<file path="src/rtl/shf_pkg.sv">
// Shared types and constants for the 3x3 thresholded sharpening filter.
// No dependencies; every other file but shf_line_store imports this package.
package shf_pkg;

  // Defaults for the top-level parameters.
  localparam int MAX_COLS_DEF = 2048;
  localparam int MAX_CH_DEF   = 4;

  // Configuration port data width (widest register) and register reset values.
  localparam int CFG_W    = 16;
  localparam int ROWS_RST = 480;
  localparam int COLS_RST = 640;
  localparam int CH_RST   = 4;
  localparam int THR_RST  = 255;

  // Channel 3 carries alpha and bypasses the filter.
  localparam int ALPHA_LANE = 3;

  typedef logic [7:0] chan_t;

  typedef enum logic [1:0] {
    CFG_ROWS     = 2'd0,
    CFG_COLS     = 2'd1,
    CFG_CHANNELS = 2'd2,
    CFG_THRESH   = 2'd3
  } cfg_reg_t;

  // Neighborhood of one channel around the center pixel.
  typedef struct packed {
    chan_t center;
    chan_t up;
    chan_t down;
    chan_t left;
    chan_t right;
  } taps_t;

  // Per-lane control for one item.
  typedef struct packed {
    logic  border;
    logic  active;
    chan_t thr;
  } lane_ctrl_t;

  // Push request from the lanes' stage into the output queue.
  typedef struct packed {
    logic valid;
    logic last;
  } push_t;

  // One result beat.
  typedef struct packed {
    chan_t out_ch0;
    chan_t out_ch1;
    chan_t out_ch2;
    chan_t out_ch3;
    logic  frame_end;
  } beat_t;

endpackage

</file>
<file path="src/rtl/shf_lane.sv">
// One channel lane: 5*center minus four neighbors, clamp, keep threshold,
// border copy and alpha bypass, registered. Depends on shf_pkg.
module shf_lane import shf_pkg::*; #(
  parameter int LANE = 0
) (
  input  logic       clk,
  input  logic       en,
  input  lane_ctrl_t ctrl,
  input  taps_t      taps,
  output chan_t      val
);

  localparam bit IS_ALPHA = (LANE == ALPHA_LANE);

  logic [10:0]       gain;
  logic [9:0]        nsum;
  logic signed [11:0] s;
  chan_t             clamped;
  chan_t             val_next;

  always_comb begin
    gain = {1'b0, taps.center, 2'b00} + {3'b000, taps.center};
    nsum = {2'b00, taps.up} + {2'b00, taps.down} + {2'b00, taps.left} + {2'b00, taps.right};
    s    = $signed({1'b0, gain}) - $signed({2'b00, nsum});
    if (s < 0) begin
      clamped = '0;
    end else if (s > 12'sd255) begin
      clamped = 8'hFF;
    end else begin
      clamped = s[7:0];
    end

    if (!ctrl.active) begin
      val_next = '0;
    end else if (IS_ALPHA || ctrl.border) begin
      val_next = taps.center;
    end else if (clamped > ctrl.thr) begin
      val_next = taps.center;
    end else begin
      val_next = clamped;
    end
  end

  always_ff @(posedge clk) begin
    if (en) begin
      val <= val_next;
    end
  end

endmodule

</file>
<file path="config.mk">
export PLATFORM = sky130hd
export DESIGN_NAME = shf_lane
export DESIGN_NICKNAME = d
export VERILOG_FILES = /design/src/rtl/shf_pkg.sv /design/src/rtl/shf_lane.sv
export SDC_FILE = /design/constraint.sdc
export NUM_CORES = 1
export LEC_CHECK = 0
export BUFFER_PORTS_ARGS = -buffer_cell sky130_fd_sc_hd__clkbuf_2
export CORE_ASPECT_RATIO = 1.25
export CORE_MARGIN = 2
export CORE_UTILIZATION = 30
export DETAILED_ROUTE_END_ITERATION = 6
export PLACE_DENSITY = 0.61
export SLEW_MARGIN = 10
export SYNTH_ARGS = -nofsm -noshare
export SYNTH_HDL_FRONTEND = slang
export SYNTH_SLANG_ARGS = --single-unit
</file>
<file path="constraint.sdc">
create_clock -name clk -period 19.6 [get_ports clk]
set_input_delay 3.92 -clock clk [delete_from_list [all_inputs] [get_ports clk]]
set_output_delay 3.92 -clock clk [all_outputs]
set_load 0.01 [all_outputs]
</file>
==> results of run 1 <==
-- routing by layer --
layer,track usage [%],part of all wire [%],vias up
met2,21.89,54,40
li1,-,-,895
met1,14.45,41,829
met4,1.989,0,0
met3,1.115,4.4,0
met5,0,0,-
-- metrics by stage --
stage / hold slack (ps) / utilization, % / setup WS, ps / area, µm² / std cells
after detailed placement: 4271 / 36.37 / 10300 / 2506 / 389
final: 4041 / 36.96 / 10520 / 2547 / 392
after floorplan: 4032 / - / 10660 / 2102 / 241
after global routing: 4063 / 36.96 / 10090 / 2547 / 392
after CTS: 4039 / 36.96 / 10530 / 2547 / 392
after global placement: 4277 / 36.37 / 10360 / 2506 / 389
-- cells by family after synthesis --
group,count (synthesis),synth area share [%]
AO/OA/AOI/OAI,54,18.99
buffers and inverters,86,15.36
adder cells (fa/ha/maj),53,42.26
multiplexers,1,0.4762
XOR/XNOR,9,4.464
AND/OR/NAND/NOR,30,7.025
flip-flops,8,11.43
-- synth_stat cells, drive strengths merged (2+ instances only) --
master   number
a21oi        14
ha           23
a32oi         4
nand2        10
edfxtp        8
a21o          5
o21ai        14
xnor2         6
inv          85
nor2          7
a2111oi       3
fa           30
and4          2
a211oi        2
nor3          3
nand4         3
xor2          3
-- cell type report --
type	instances	area, µm²	area share, %
inverters	85	319.1	12.52
flip-flops and latches	8	240.2	9.430
repair buffers	59	295.3	11.59
clock buffers	3	41.29	1.621
multi-input cells	147	1539	60.41
well taps	90	112.6	4.420
-- how the worst max path moves through the flow --
stage | start | to | slack (ps)
2_1_floorplan | taps[1] | val[7]$_SDFFCE_PN0P_ | 10660
3_3_place_gp | taps[1] | val[3]$_SDFFCE_PN0P_ | 10360
3_5_place_dp | taps[1] | val[3]$_SDFFCE_PN0P_ | 10300
4_1_cts | taps[1] | val[3]$_SDFFCE_PN0P_ | 10530
5_1_grt | taps[1] | val[5]$_SDFFCE_PN0P_ | 10090
6_report | taps[1] | val[3]$_SDFFCE_PN0P_ | 10520
-- critical path: cells and delay by family --
family | cells | cell delay, ps
fa+ha+maj | 5 | 2310
compound gates | 6 | 1680
simple gates | 4 | 760
buf+inv | 4 | 230
xor+xnor | 1 | 230
-- power groups by stage --
| stage | Sequential (mW) | Clock, mW | Combinational [mW] |
|---|---|---|---|
| 3_5_place_dp | 0.0264 | 0 | 0.254 |
| 5_1_grt | 0.0264 | 0.0205 | 0.289 |
| 6_report | 0.0261 | 0.0187 | 0.252 |
| 4_1_cts | 0.0261 | 0.0194 | 0.255 |
| 3_3_place_gp | 0.0264 | 0 | 0.251 |
| 2_1_floorplan | 0.0290 | 0 | 0.198 |
==> metrics.txt, run 1 <==
status=completed; critical path class=primary input to flop; vias in the first global route=1787; sw frac=53.55%; Critical Path RT=19670 ps; Max-Cap Viols=0; Starting Density=30.50%; Antenna Violating Nets Remaining=0; Root Buffer=clkbuf_8; routed length per instance=10.49 µm; Final Critical Period=9080 ps; post-synthesis area per instance=8.722 µm²; hold worst-path end=val[0]$_SDFFCE_PN0P_; num rows=34; IO Pins=60; # DRC=0; vias=1764; cell-internal power=0.1378 mW; type of origin of the critical path=primary input; fin. max-slew vios=0; Clk pwr share=6.3%; Logic pwr share=84.9%; Hold-fix buffers, CTS=0; critical path, cell by cell=clkbuf_2, inv_1, fa_1, fa_1, inv_1, fa_1, inv_1, fa_1, a21o_1, a221oi_2, o21ai_1, xor2_2, a2111oi_2, nor2_1, ha_1, nand4_1, o21ai_0, and4_1, nand2_1, o21ai_1; Mapped Cells=241; LEAKAGE=1.400 nW; global-route wire length before repair=7376 µm; GRT Overall Usage=11.67%; largest registers in the final layout=val x8; RSZ-0062 raised after global routing=false; post-detail-place hpwl=3879 µm; Cell variety after synth=41; core box area=0.006892 mm²; Fmax achieved=110.1 MHz; Post-Route WL=4111 µm; H-tree levels=1; Reg power frac=8.8%; Area growth syn-to-layout=21.19%; setup repair bufs after CTS=0; ys async rst share=0%; Worst-Margin Slew=648.5 ps; synth warn=0; CTS max path bufs=2; Post-synth EDFFs=8; net switching power=0.1588 mW; peak supply drop=0.05278 mV; Biggest register=val; Critical Path AT=9150 ps; clock slew at reported path FFs=40 ps; # diodes=0; Post-synth top flop=edfxtp_1; Yosys reg bits=8; total CTS buffers=3; period utilization=46.33%; hold depth=1; initial antenna violation count=0; die area=0.007697 mm²; fill cell count=759; post-cts sizing count=0; Total Nets Final=409; DR vias/cell=4.500; largest cells by area after synthesis=fa_1 29%, inv_1 15%, ha_1 14%, edfxtp_1 11%, a21oi_1 3.3%; most used cell along the critical path=fa_1; Hold Crit Start=en; fraction of final layout cells with drive strength greater than 1=24.17%; post-route setup TNS=0 ps; I/O Buffers=59; CTS tree=yes; Tot Pwr=0.2966 mW; Initial DRC Count=56; Synth Net Count=346; Die W=78.87 µm; slowest stage delay, CP=550 ps; most common cell after layout, fill and taps aside=inv_1; Crit. End Element=flop; Final Hold Fails=0; gr ovfl total=0; CP Max Fanout=8; PD cells=116.4 mW/mm²; final setup fails=0; Worst slew margin=56.50%; max reg flops=8; HP Class=primary input to flop; sequential area share after synthesis=11.43%; clock net sink count=8; area share of the largest cell type after synthesis=28.57%; slowest stage cell, crit path=fa_1; pin count of the biggest net entering global routing=9; Synth area leader=fa_1; Post-Synthesis Cell Area=0.002102 mm²; Die Height=97.59 µm; gp weighted congestion=0.8684; drt first pass iters=4; commonest cells after routing, fill and taps aside=85 x inv_1, 59 x clkbuf_2, 30 x fa_1
(Power assumes the default switching activity.)
==> run 2: changes to the inputs <==
Clock period 19.6 ns to 8.5 ns, I/O delays scaled along.
==> run 2 against run 1 <==
- clock-buffer cell count unchanged
- critical path type unchanged
- critical path depth unchanged
- utilization unchanged
- total power up 130%
- sequential share of layout area unchanged
==> metrics.txt, run 2 (same netlist as run 1, synthesis figures left out) <==
status=completed; GRT Overall Usage=11.71%; clock slew at reported path FFs=40 ps; drt first pass iters=4; # DRC=0; Starting Density=30.50%; setup repair bufs after CTS=0; gr ovfl total=0; H-tree levels=1; Final Hold Slack=1820 ps; max reg flops=8; num rows=34; CTS tree=yes; Area growth syn-to-layout=21.19%; post-detail-place hpwl=3868 µm; I/O Buffers=59; clock net sink count=8; # diodes=0; Biggest register=val; IO Pins=60; global-route wire length before repair=7431 µm; Root Buffer=clkbuf_8; Worst-Margin Slew=638.5 ps; period utilization=80.59%; routed length per instance=10.52 µm; Critical Path AT=6920 ps; Worst slew margin=57.18%; largest registers in the final layout=val x8; CTS max path bufs=2; Total Nets Final=409; critical path class=primary input to flop; commonest cells after routing, fill and taps aside=85 x inv_1, 59 x clkbuf_2, 30 x fa_1; fraction of final layout cells with drive strength greater than 1=24.17%; fin. max-slew vios=0; HP Class=primary input to flop; post-cts sizing count=0; Crit. End Element=flop; Die W=78.87 µm; die area=0.007697 mm²; total CTS buffers=3; vias=1770; Post-Route WL=4122 µm; DR vias/cell=4.515; Max-Cap Viols=0; Initial DRC Count=40; final setup fails=0; vias in the first global route=1794; Final Critical Period=6850 ps; Hold-fix buffers, CTS=0; Fmax achieved=146.0 MHz; peak supply drop=0.1224 mV; post-route setup TNS=0 ps; PD cells=268.5 mW/mm²; initial antenna violation count=0; Critical Path RT=8570 ps; Antenna Violating Nets Remaining=0; gp weighted congestion=0.8684; type of origin of the critical path=primary input; Die Height=97.59 µm; core box area=0.006892 mm²; Final Hold Fails=0; LEAKAGE=1.400 nW; RSZ-0062 raised after global routing=false; most common cell after layout, fill and taps aside=inv_1; CP Max Fanout=8; pin count of the biggest net entering global routing=9
run 2: cell counts in the layout (fill, tap and decap cells not counted):
Identical to the previous run, type by type.
run 2: cell type report:
cell class	count	area (µm²)
timing repair buffer	59	295.3
sequential	8	240.2
clock buffer	3	41.29
fill	764	4344
inverter	85	319.1
tap	90	112.6
multi-input combinational	147	1539
run 2: stage by stage:
stage / utilization (%) / power (mW) / worst slack [ps] / area [µm²] / cells
CTS: 36.96 / 0.6911 / 1626 / 2547 / 392
detailed placement: 36.37 / 0.6441 / 1405 / 2506 / 389
finish: 36.96 / 0.6839 / 1650 / 2547 / 392
floorplan: - / 0.5241 / 1780 / 2102 / 241
global placement: 36.37 / 0.6390 / 1476 / 2506 / 389
global route: 36.96 / 0.7719 / 1164 / 2547 / 392
run 2: per-layer routing:
layer / track usage, % / share of wire [%] / wire length (µm) / vias to the layer above
met1: 14.54 / 40 / 1657 / 826
met4: 1.989 / 0.22 / 9 / 0
met5: 0 / 0 / 0 / -
met3: 1.022 / 5.3 / 217 / 2
li1: - / - / - / 894
met2: 22.02 / 54 / 2237 / 48
run 2: critical path, stage by stage:
cell and delay, ps:
clkbuf_2 70, inv_1 40, fa_1 500, fa_1 540, inv_1 50, fa_1 520, inv_1 60, fa_1 420
a21o_1 210, a221oi_2 350, o21ai_1 170, xor2_2 230, a2111oi_2 440, nor2_1 90, ha_1 320, nand4_1 130
o21ai_0 280, and4_1 360, nand2_1 210, o21ai_1 190
run 2: power breakdown:
group / total (mW) / switching (mW) / internal [mW]
registers: 0.0602 / 0.00206 / 0.0581
logic: 0.580 / 0.352 / 0.229
clock network: 0.0434 / 0.0129 / 0.0305
run 2: final timing paths:
check,start,endpoint,slack (ps),cells past startpoint
max,taps[1],val[5]$_SDFFCE_PN0P_,1650,20
min,en,val[4]$_SDFFCE_PN0P_,1820,1
