<file path="config.mk">
export PLATFORM = sky130hd
export DESIGN_NAME = shf_merge_flat
export DESIGN_NICKNAME = d
export VERILOG_FILES = /design/src/rtl/shf_pkg.sv /design/src/rtl/shf_if.sv /design/src/rtl/shf_merge.sv /design/src/flat_wrapper.sv
export SDC_FILE = /design/constraint.sdc
export NUM_CORES = 1
export LEC_CHECK = 0
export BUFFER_PORTS_ARGS = -buffer_cell sky130_fd_sc_hd__buf_2
export CORE_MARGIN = 5
export CORE_UTILIZATION = 25
export DETAILED_ROUTE_END_ITERATION = 10
export PLACE_DENSITY_LB_ADDON = 0.1
export SYNTH_ARGS = -nofsm -noshare
export SYNTH_HDL_FRONTEND = slang
export SYNTH_SLANG_ARGS = --single-unit
</file>
<file path="constraint.sdc">
create_clock -name clk -period 3.1 [get_ports clk]
set_input_delay 0.93 -clock clk [delete_from_list [all_inputs] [get_ports clk]]
set_output_delay 0.93 -clock clk [all_outputs]
set_load 0.01 [all_outputs]
</file>
<file path="src/rtl/shf_pkg.sv">
// Shared types and constants for the 3x3 thresholded sharpening filter.
// No dependencies; every other file but shf_line_store imports this package.
package shf_pkg;

  // Defaults for the top-level parameters.
  localparam int MAX_COLS_DEF = 2048;
  localparam int MAX_CH_DEF   = 4;

  // Configuration port data width (widest register) and register reset values.
  localparam int CFG_W    = 16;
  localparam int ROWS_RST = 480;
  localparam int COLS_RST = 640;
  localparam int CH_RST   = 4;
  localparam int THR_RST  = 255;

  // Channel 3 carries alpha and bypasses the filter.
  localparam int ALPHA_LANE = 3;

  typedef logic [7:0] chan_t;

  typedef enum logic [1:0] {
    CFG_ROWS     = 2'd0,
    CFG_COLS     = 2'd1,
    CFG_CHANNELS = 2'd2,
    CFG_THRESH   = 2'd3
  } cfg_reg_t;

  // Neighborhood of one channel around the center pixel.
  typedef struct packed {
    chan_t center;
    chan_t up;
    chan_t down;
    chan_t left;
    chan_t right;
  } taps_t;

  // Per-lane control for one item.
  typedef struct packed {
    logic  border;
    logic  active;
    chan_t thr;
  } lane_ctrl_t;

  // Push request from the lanes' stage into the output queue.
  typedef struct packed {
    logic valid;
    logic last;
  } push_t;

  // One result beat.
  typedef struct packed {
    chan_t out_ch0;
    chan_t out_ch1;
    chan_t out_ch2;
    chan_t out_ch3;
    logic  frame_end;
  } beat_t;

endpackage

</file>
<file path="src/rtl/shf_if.sv">


interface shf_res_if import shf_pkg::*; ();
  logic  valid;
  logic  ready;
  chan_t out_ch0;
  chan_t out_ch1;
  chan_t out_ch2;
  chan_t out_ch3;
  logic  frame_end;

  modport source (output valid, out_ch0, out_ch1, out_ch2, out_ch3, frame_end, input ready);
  modport sink   (input valid, out_ch0, out_ch1, out_ch2, out_ch3, frame_end, output ready);
endinterface

</file>
<file path="src/rtl/shf_merge.sv">
// Merges the lane results into one result beat with frame_end and queues it
// in a two-entry output buffer. Depends on shf_pkg and shf_res_if.
module shf_merge import shf_pkg::*; #(
  parameter int NCH = 4
) (
  input  logic                   clk,
  input  logic                   rst,
  input  push_t                  push,
  input  logic [NCH-1:0][7:0]    lane_val,
  output logic                   full,
  shf_res_if.source              res
);

  chan_t [3:0] padded;
  beat_t       beat;
  beat_t       q [2];
  logic        wp;
  logic        rp;
  logic [1:0]  count;
  logic        pop;

  for (genvar k = 0; k < 4; k++) begin : g_pad
    if (k < NCH) begin : g_used
      assign padded[k] = lane_val[k];
    end else begin : g_zero
      assign padded[k] = '0;
    end
  end

  always_comb begin
    beat.out_ch0   = padded[0];
    beat.out_ch1   = padded[1];
    beat.out_ch2   = padded[2];
    beat.out_ch3   = padded[3];
    beat.frame_end = push.last;
  end

  assign pop  = res.valid && res.ready;
  assign full = (count == 2'd2);

  always_ff @(posedge clk) begin
    if (rst) begin
      wp    <= 1'b0;
      rp    <= 1'b0;
      count <= '0;
    end else begin
      if (push.valid) begin
        wp <= ~wp;
      end
      if (pop) begin
        rp <= ~rp;
      end
      count <= count + {1'b0, push.valid} - {1'b0, pop};
    end
  end

  always_ff @(posedge clk) begin
    if (push.valid) begin
      q[wp] <= beat;
    end
  end

  always_comb begin
    res.valid     = (count != 2'd0);
    res.out_ch0   = q[rp].out_ch0;
    res.out_ch1   = q[rp].out_ch1;
    res.out_ch2   = q[rp].out_ch2;
    res.out_ch3   = q[rp].out_ch3;
    res.frame_end = q[rp].frame_end;
  end

  a_no_push_when_full: assert property (@(posedge clk) disable iff (rst)
    push.valid |-> !full)
    else $error("result pushed into a full output queue");

  a_push_shows: assert property (@(posedge clk) disable iff (rst)
    push.valid && !pop |=> res.valid)
    else $error("queued result beat not presented");

endmodule

</file>
<file path="src/flat_wrapper.sv">
// flat-port wrapper written by rule: the top's interface ports become plain ports
module shf_merge_flat import shf_pkg::*;
#(
  parameter int NCH = 4
)
  (clk, rst, push, lane_val, full, res_valid, res_out_ch0, res_out_ch1, res_out_ch2, res_out_ch3, res_frame_end, res_ready);
  shf_res_if res_i ();
  input  logic clk;
  input  logic rst;
  input  push_t push;
  input  logic [NCH-1:0][7:0] lane_val;
  output logic full;
  output wire logic [$bits(res_i.valid)-1:0] res_valid;
  output wire logic [$bits(res_i.out_ch0)-1:0] res_out_ch0;
  output wire logic [$bits(res_i.out_ch1)-1:0] res_out_ch1;
  output wire logic [$bits(res_i.out_ch2)-1:0] res_out_ch2;
  output wire logic [$bits(res_i.out_ch3)-1:0] res_out_ch3;
  output wire logic [$bits(res_i.frame_end)-1:0] res_frame_end;
  input wire logic [$bits(res_i.ready)-1:0] res_ready;
  assign res_valid = res_i.valid;
  assign res_out_ch0 = res_i.out_ch0;
  assign res_out_ch1 = res_i.out_ch1;
  assign res_out_ch2 = res_i.out_ch2;
  assign res_out_ch3 = res_i.out_ch3;
  assign res_frame_end = res_i.frame_end;
  assign res_i.ready = res_ready;
  shf_merge #(.NCH(NCH)) u_core (.clk(clk), .rst(rst), .push(push), .lane_val(lane_val), .full(full), .res(res_i));
endmodule
</file>
==> results of run 1 <==
[stage by stage]
| stage | utilization (%) | cell area [µm²] | hold WS [ns] |
|---|---|---|---|
| 4_1_cts | 32.3 | 3510 | 0.601 |
| 3_3_place_gp | 30.6 | 3320 | 0.559 |
| 5_1_grt | 32.3 | 3510 | 0.614 |
| 3_5_place_dp | 30.6 | 3320 | 0.584 |
| 6_report | 32.3 | 3510 | 0.594 |
| 2_1_floorplan | - | 2760 | 0.496 |
[layer usage]
metal / global-route usage [%] / vias to the layer above
met1: 8.28 / 675
met2: 13.7 / 44
li1: - / 645
met5: 0 / -
met3: 4.21 / 10
met4: 3.99 / 0
[cell usage in the layout (no fill, tap or decap), drive strengths merged, types with 2 or more instances in the layout]
cell,n
buf,75
edfxtp,66
mux2,35
clkbuf,9
dfxtp,5
clkinv,4
nor2,3
nor2b,3
inv,2
ha,2
clkinvlp,2
[power breakdown]
group / switching (µW) / internal [µW]
combinational: 245 / 337
sequential: 55.4 / 1130
clock: 328 / 364
[registers in the layout, indices dropped and copies added (netlist names), named ones only]
register	cells
u_core.wp	1
u_core.count	2
u_core.rp	1
u_core.q	66
[worst max-delay path, delay by kind of cell, from the launching register on]
kind,cells,cell delay (ns)
muxes,1,0.31
DFF,1,0.61
buffers and inverters,2,0.43
[Yosys cell counts]
| library cell | count |
|---|---|
| inv_1 | 2 |
| mux2_4 | 30 |
| ha_1 | 2 |
| xnor3_1 | 1 |
| o21a_1 | 1 |
| or2_2 | 1 |
| dfxtp_1 | 5 |
| mux2_2 | 3 |
| xnor2_1 | 1 |
| and2_1 | 1 |
| nor2b_1 | 3 |
| and2b_1 | 1 |
| buf_6 | 4 |
| nor2_1 | 3 |
| edfxtp_1 | 66 |
| mux2_1 | 2 |
[final cells by class]
cell class / count / area share, %
Tap cell: 140 / 5.00
Clock buffer: 9 / 3.53
Inverter: 2 / 0.214
Sequential cell: 71 / 59.4
Timing Repair Buffer: 75 / 12.1
Multi-Input combinational cell: 49 / 18.0
Clock inverter: 7 / 1.82
[logic make-up after synthesis]
kind of cell	count (synthesis)	synth area share [%]
buf+inv	6	1.91
xor+xnor	2	1.14
flops	71	75.6
fa+ha+maj	2	0.908
simple gates	9	1.82
mux	35	18.4
compound gates	1	0.273
[how the worst max path moves through the flow]
stage / from / endpoint / slack, ns
6_report: register / res_out_ch1[4] / 0.48
5_1_grt: register / res_out_ch1[4] / 0.39
4_1_cts: register / res_out_ch1[4] / 0.43
3_5_place_dp: register / res_out_ch1[4] / 0.82
3_3_place_gp: register / res_out_ch0[2] / 0.87
2_1_floorplan: push[1] / u_core.q[0][0] / 0.25
==> run summary, run 1 <==
Hold WC Path Type -> reg2reg
Cells after Synth -> 126
Initial Util -> 25.4%
Hold depth -> 2
Pre-CTS setup slack -> 0.820 ns
Num ports -> 72
Hold endpoint -> u_core.wp
Syn Area/Cell -> 21.9 µm²
Final setup viols -> 0
Setup TNS -> 0 ns
Cell Area, Synth -> 2760 µm²
Core area -> 10,800 µm²
Final Power -> 2460 µW
DR iter-0 viols -> 35
Clk sinks -> 71
Ant. Diodes -> 0
Layout Cells excl Fill -> 353
Post-synth top area share -> 71.9%
Pwr per Cell Area -> 702 nW/µm²
Metal-1 WL -> 1.96 mm
Row cnt -> 38
Slowest Stage Delay on Critical Path -> 0.61 ns
TritonCTS buffer count -> 9
Met2 wire len -> 2.67 mm
Yosys cell types -> 16
Filler Cells Inserted -> 1,074
Syn_nets -> 165
First-pass GRT wire length -> 7.69 mm
Hold buffers post-CTS -> 0
Synth area leader -> edfxtp_1
Fin worst setup slack -> 0.481 ns
Maximum vdd drop -> 284 µV
RSZ-0062 raised after global routing -> no
Number of synthesis warnings -> 0
Setup CP Type -> reg2out
Post-route DRC -> 0
Worst rel slew slack -> 65.8%
CTS tree -> done
Grt total ovfl -> 0
Endpoints failing hold -> 0
Nets -> 247
Final period utilization -> 84.5%
Sequential area share after synthesis -> 75.6%
Vias/cell -> 3.89
Tmin final -> 2.62 ns
Dpl hpwl -> 3.77 mm
Share of layout cells above drive strength 1 -> 59.6%
# H-tree levels -> 3
Status -> finished, final reports clean
Largest net degree at the start of global routing -> 20
CTS Buffer Depth -> 2
MaxCap Viol Count -> 0
Worst Path Max Fanout -> 13
Number of synthesized register bits -> 71
Die H -> 115 µm
Top layer in use -> met4
RePlAce Congestion -> 0.703
Routed wl met3 -> 383 µm
DP Cell Count -> 337
Multi-input logic area -> 629 µm²
Routed vias -> 1,374
CP startpoint kind -> register
CP Capture Type -> output pin
Vias in the first global route -> 1,516
CP Data Required Time -> 2.17 ns
Reg area -> 2080 µm²
Fin Clk Skew -> 0.00311 ns
CTS clk-pin slew, worst paths -> 0.07 ns
Cts repair resizes -> 0
Slowest cell on crit path -> dfxtp_2
Slew Limit Fails -> 0
Total Wirelength -> 5.12 mm
R2r setup slk -> 1.67 ns
Synth top area cells -> edfxtp_1 72%, mux2_4 16%, dfxtp_1 3.6%, buf_6 1.6%, mux2_2 1.2%
Initial antenna violation count -> 0
Worst-path cell chain -> buf_4 > mux2_4 > buf_2
Worst Hold Launch -> u_core.wp
Syn-to-layout area delta -> 27.2%
Worst reg-to-reg path cell count -> 6
Clock latency on the worst-skew pair -> 0.34 ns
RR Endpoint -> u_core.count[1]
Crit path DAT -> 1.69 ns
Clock Tree Root -> clkbuf_8
Per-cell routed wire length -> 14.5 µm
Antenna-violating nets left -> 0
Fmax -> 0.382 GHz
Post-CTS Setup Inserts -> 0
DRT Pass-1 Iters -> 4
Worst-Margin Slew -> 0.513 ns
Port Buffers -> 71
Gr usage total -> 8.11%
LEAKAGE -> 0.00138 µW
Die ar. -> 13,200 µm²
Die Width -> 115 µm
Worst r2r src -> u_core.count[1]
Note: power is estimated with default switching activity, not from simulation.
==> inputs of run 2 (changes only) <==
- clock period: 3.1 -> 2.1 ns (I/O delays scaled with it)
==> run 2 against run 1 <==
  * Non-clock buffer count grew 2
  * Largest cell class unchanged
  * Critical endpoint is now res_out_ch1[7]
  * Utilization shrank 0.36 points
  * First-iteration DRC count grew 34%
  * Sequential power grew 45%
  * Via count grew 1.1%
  * Global-route usage grew 0.43 points
  * Hold slack lost 0.11 ns
  * Cell count grew 0.28%
  * Sequential cell count is the same
  * Combinational power grew 56%
  * Count of clock-buffer cells in the layout grew 3
  * Design area shrank 1.1%
==> run summary, run 2 (synthesized netlist as in run 1, its figures left out) <==
Status -> finished, final reports clean
Hold WS -> 0.485 ns
Design area -> 3470 µm²
Max reg flops -> 66
Cts repair resizes -> 0
Worst reg-to-reg path cell count -> 6
RePlAce Congestion -> 0.724
MaxCap Viol Count -> 0
Endpoints failing hold -> 0
Routed vias -> 1,389
Clk sinks -> 71
CP Data Required Time -> 1.47 ns
Biggest regs -> u_core.q x66, u_core.count x2
Num ports -> 72
Gr usage total -> 8.54%
Most frequent cells in the layout -> 71 x buf_2, 66 x edfxtp_1, 30 x mux2_4, 9 x clkbuf_8
Share of layout cells above drive strength 1 -> 57.5%
Crit path DAT -> 1.38 ns
CTS Buffer Depth -> 2
Initial Util -> 25.4%
Grt total ovfl -> 0
Clock Tree Root -> clkbuf_8
First-pass GRT wire length -> 8.29 mm
Worst Hold Launch -> lane_val[29]
Pwr per Cell Area -> 1010 nW/µm²
Clock latency on the worst-skew pair -> 0.33 ns
Setup CP Type -> reg2out
Core area -> 10,800 µm²
RSZ-0062 raised after global routing -> no
Slowest cell on crit path -> dfxtp_2
TritonCTS buffer count -> 9
Per-cell routed wire length -> 15.2 µm
Vias in the first global route -> 1,582
Setup TNS -> 0 ns
Slowest Stage Delay on Critical Path -> 0.38 ns
Ant. Diodes -> 0
Hold depth -> 1
Worst-path cell chain -> buf_12 > mux2_4 > buf_2
Most common cell after layout, fill and taps aside -> buf_2
Final Power -> 3490 µW
Hold buffers post-CTS -> 0
Worst-Margin Slew -> 0.309 ns
DR iter-0 viols -> 47
Worst r2r src -> u_core.count[1]
Post-route DRC -> 0
LEAKAGE -> 0.00136 µW
Hold endpoint -> u_core.q[1][6]
Tmin final -> 2.01 ns
Final setup viols -> 0
CTS tree -> done
DRT Pass-1 Iters -> 2
CP Capture Type -> output pin
Worst Path Max Fanout -> 20
Slew Limit Fails -> 0
Filler Cells Inserted -> 1,083
CP startpoint kind -> register
Total Wirelength -> 5.38 mm
Syn-to-layout area delta -> 25.8%
Die ar. -> 13,200 µm²
Largest net degree at the start of global routing -> 21
Row cnt -> 38
Antenna-violating nets left -> 0
Final period utilization -> 95.9%
Port Buffers -> 71
Placed Area -> 3320 µm²
R2r setup slk -> 0.60 ns
Vias/cell -> 3.92
Top reg by flops -> u_core.q
Die Width -> 115 µm
Nets -> 249
Worst rel slew slack -> 79.4%
Fmax -> 0.497 GHz
Die H -> 115 µm
Fin Clk Skew -> 0.00536 ns
RR Endpoint -> u_core.count[1]
Post-CTS Setup Inserts -> 0
Initial antenna violation count -> 0
CTS clk-pin slew, worst paths -> 0.07 ns
Maximum vdd drop -> 333 µV
Hold WC Path Type -> in2reg
# H-tree levels -> 3
-- run 2: changes by cell type in the layout (fill, tap and decap cells not counted) --
cell        before  now
buf_4            1    4
clkbuf_1         0    3
clkinv_2         3    0
clkinv_1         1    3
clkinvlp_4       2    0
buf_12           3    2
bufinv_16        1    0
-- run 2: area by class of cell --
| cell class | instances | area [µm²] | area share (%) |
|---|---|---|---|
| sequential | 71 | 2080 | 60.1 |
| multi-input combinational | 49 | 629 | 18.2 |
| timing repair buffer | 77 | 425 | 12.3 |
| tap | 140 | 175 | 5.05 |
| clock buffer | 12 | 135 | 3.90 |
| clock inverter | 3 | 11.3 | 0.325 |
| inverter | 2 | 7.51 | 0.217 |
-- run 2: critical path: cells and delay by family, from the launching register on --
kind / cells / cell delay (ns)
muxes: 1 / 0.32
buffers and inverters: 2 / 0.35
DFF: 1 / 0.38
-- run 2: worst max path at each step --
stage               startpoint              end  slack (ns)  cells after the start
finish                register   res_out_ch1[7]        0.09                      3
global route          register   res_out_ch3[7]        0.01                      3
CTS                   register   res_out_ch2[0]        0.04                      3
global placement     res_ready  u_core.count[1]        0.43                      7
detailed placement   res_ready  u_core.count[1]        0.32                      7
floorplan              push[1]   u_core.q[0][0]        0.17                      1
-- run 2: per-layer routing --
metal  up-vias  global-route usage (%)  share of wire (%)
li1        654                       -                  -
met1       689                    9.14                 39
met2        38                    14.4                 52
met3         8                    4.00                7.6
met4         0                    3.76                1.5
met5         -                       0                  0
-- run 2: power by group --
part	total (µW)	internal [µW]	switching, µW
combinational	910	509	401
sequential	1720	1670	54.8
clock	860	412	448
-- run 2: per-stage QoR --
stage / cells / worst slack (ns) / utilization (%)
6_report: 354 / 0.0863 / 32.0
4_1_cts: 354 / 0.0438 / 32.0
3_3_place_gp: 339 / 0.430 / 30.6
5_1_grt: 354 / 0.0111 / 32.0
3_5_place_dp: 339 / 0.325 / 30.6
2_1_floorplan: 126 / 0.165 / -
==> inputs of run 3 (changes only) <==
- ABC_AREA: default -> 1
==> run 3 against run 2 <==
  * Global-route usage down 0.34 points
  * Maximum frequency up 0.16%
  * Critical path type unchanged
  * Non-clock buffer count down 1
  * Sequential power about the same
  * Largest cell class unchanged
==> run summary, run 3 <==
Hold endpoint -> u_core.q[0][29]
RR Endpoint -> u_core.count[1]
Fmax -> 0.497 GHz
Syn-to-layout area delta -> 26.7%
Port Buffers -> 71
Synth area leader -> edfxtp_1
Cells after Synth -> 139
Initial antenna violation count -> 0
Post-route DRC -> 0
Ant. Diodes -> 0
CP Data Required Time -> 1.47 ns
Slowest Stage Delay on Critical Path -> 0.38 ns
MaxCap Viol Count -> 0
LEAKAGE -> 0.00141 µW
Worst rel slew slack -> 80.6%
Sequential area share after synthesis -> 75.0%
Crit path DAT -> 1.38 ns
Filler Cells Inserted -> 1,086
Slowest cell on crit path -> dfxtp_2
CTS Buffer Depth -> 2
Die Width -> 115 µm
Worst Path Max Fanout -> 19
Reg area -> 2080 µm²
Number of synthesis warnings -> 0
CTS clk-pin slew, worst paths -> 0.08 ns
RePlAce Congestion -> 0.699
Post-CTS Setup Inserts -> 0
Worst-Margin Slew -> 0.291 ns
Maximum vdd drop -> 298 µV
Antenna-violating nets left -> 0
Slew Limit Fails -> 0
RSZ-0062 raised after global routing -> no
Clock latency on the worst-skew pair -> 0.33 ns
Most common cell after layout, fill and taps aside -> buf_2
Final period utilization -> 95.7%
Final Power -> 3610 µW
Post-synth top area share -> 71.4%
Total Wirelength -> 5.05 mm
Endpoints failing hold -> 0
Hold WC Path Type -> in2reg
Syn Area/Cell -> 20.0 µm²
Pwr per Cell Area -> 1030 nW/µm²
Syn_nets -> 178
Synth top cells by count -> 66 x edfxtp_1, 30 x mux2_4, 10 x nor2_1
Design area -> 3520 µm²
Buf+Inv Stages, Crit Path -> 2
Worst-path cell chain -> buf_12 > mux2_4 > buf_2
Per-cell routed wire length -> 13.8 µm
Worst r2r src -> u_core.count[1]
TritonCTS buffer count -> 9
Num ports -> 72
Core area -> 10,800 µm²
Hold depth -> 1
Setup CP Type -> reg2out
Grt total ovfl -> 0
Gr usage total -> 8.20%
Count leader, synth -> edfxtp_1
Yosys cell types -> 13
Largest net degree at the start of global routing -> 32
Fin Clk Skew -> 0.00721 ns
Pre-CTS setup slack -> 0.349 ns
First-pass GRT wire length -> 7.85 mm
Clk sinks -> 71
Synth top area cells -> edfxtp_1 71%, mux2_4 16%, dfxtp_1 3.6%, buf_12 2.2%, nor2_1 1.4%
Vias in the first global route -> 1,520
CTS tree -> done
Top delay family on crit path -> flip-flops
Max reg flops -> 66
Routed vias -> 1,399
Number of synthesized register bits -> 71
CP startpoint kind -> register
CP Capture Type -> output pin
Tmin final -> 2.01 ns
Most frequent cells in the layout -> 71 x buf_2, 66 x edfxtp_1, 30 x mux2_4, 10 x clkbuf_8
Post-synth EDFFs -> 66
Initial Util -> 25.6%
Setup TNS -> 0 ns
Multi-input logic area -> 597 µm²
Status -> finished, final reports clean
Die H -> 115 µm
Hold buffers post-CTS -> 0
# H-tree levels -> 3
Cell Area, Synth -> 2780 µm²
Post-synth top flop -> edfxtp_1
Die ar. -> 13,300 µm²
Worst reg-to-reg path cell count -> 10
Share of layout cells above drive strength 1 -> 55.9%
DRT Pass-1 Iters -> 2
Nets -> 261
Clock Tree Root -> clkbuf_8
Cts repair resizes -> 0
Dpl hpwl -> 3.38 mm
Biggest regs -> u_core.q x66, u_core.count x2
Vias/cell -> 3.81
Placed Area -> 3320 µm²
Fin worst setup slack -> 0.0895 ns
R2r setup slk -> 0.72 ns
Top reg by flops -> u_core.q
Row cnt -> 38
Asr flop ratio synth -> 0%
DR iter-0 viols -> 49
Worst Hold Launch -> lane_val[4]
Final setup viols -> 0
-- run 3: cell types whose count changed after synthesis, sizes merged, moves of 2 or more --
cell   before  now
inv         2    9
nor2        3   10
nand2       0    6
nor2b       3    0
mux2       35   33
nand3       0    2
-- run 3: kinds of logic (layout without fill, tap and decap cells) --
group	after synthesis	after routing	synth area share, %
AO/OA/AOI/OAI	1	1	0.180
adder cells (fa/ha/maj)	2	2	0.901
buffers and inverters	13	101	3.79
flip-flops	71	71	75.0
multiplexers	33	33	17.4
AND/OR/NAND/NOR	19	19	2.70
-- run 3: final cells by class --
class                      instances  area share, %
sequential                        71           59.2
multi-input combinational         55           17.0
timing repair buffer              76           12.2
tap                              140           4.98
clock buffer                      10           3.91
clock inverter                     6           1.71
inverter                           9          0.961
-- run 3: layer usage --
layer	GRT usage [%]	wire length (µm)	vias up	share of wire, %
li1	-	-	683	-
met1	8.81	2050	667	41
met2	13.5	2550	38	51
met3	3.26	321	11	6.4
met4	5.16	123	0	2.4
met5	0	0	-	0
-- run 3: through the flow --
step | util, % | std cells | hold slack, ns
2_1_floorplan | - | 139 | 0.467
3_3_place_gp | 30.6 | 351 | 0.521
3_5_place_dp | 30.6 | 351 | 0.505
4_1_cts | 32.4 | 367 | 0.450
5_1_grt | 32.4 | 367 | 0.443
6_report | 32.4 | 367 | 0.477
-- run 3: worst max path at each step --
stage	startpoint	to	slack [ns]	depth (start not counted)
global route	register	res_out_ch2[4]	0.01	3
floorplan	push[1]	u_core.q[0][0]	0.18	2
global placement	res_ready	u_core.count[1]	0.39	9
CTS	register	res_out_ch0[5]	0.04	3
detailed placement	res_ready	u_core.count[1]	0.35	11
finish	register	res_out_ch0[5]	0.09	3
-- run 3: power by group --
group | internal [µW] | switching, µW | total (µW)
clock network | 574 | 494 | 1070
registers | 1650 | 40.8 | 1700
logic | 445 | 403 | 848
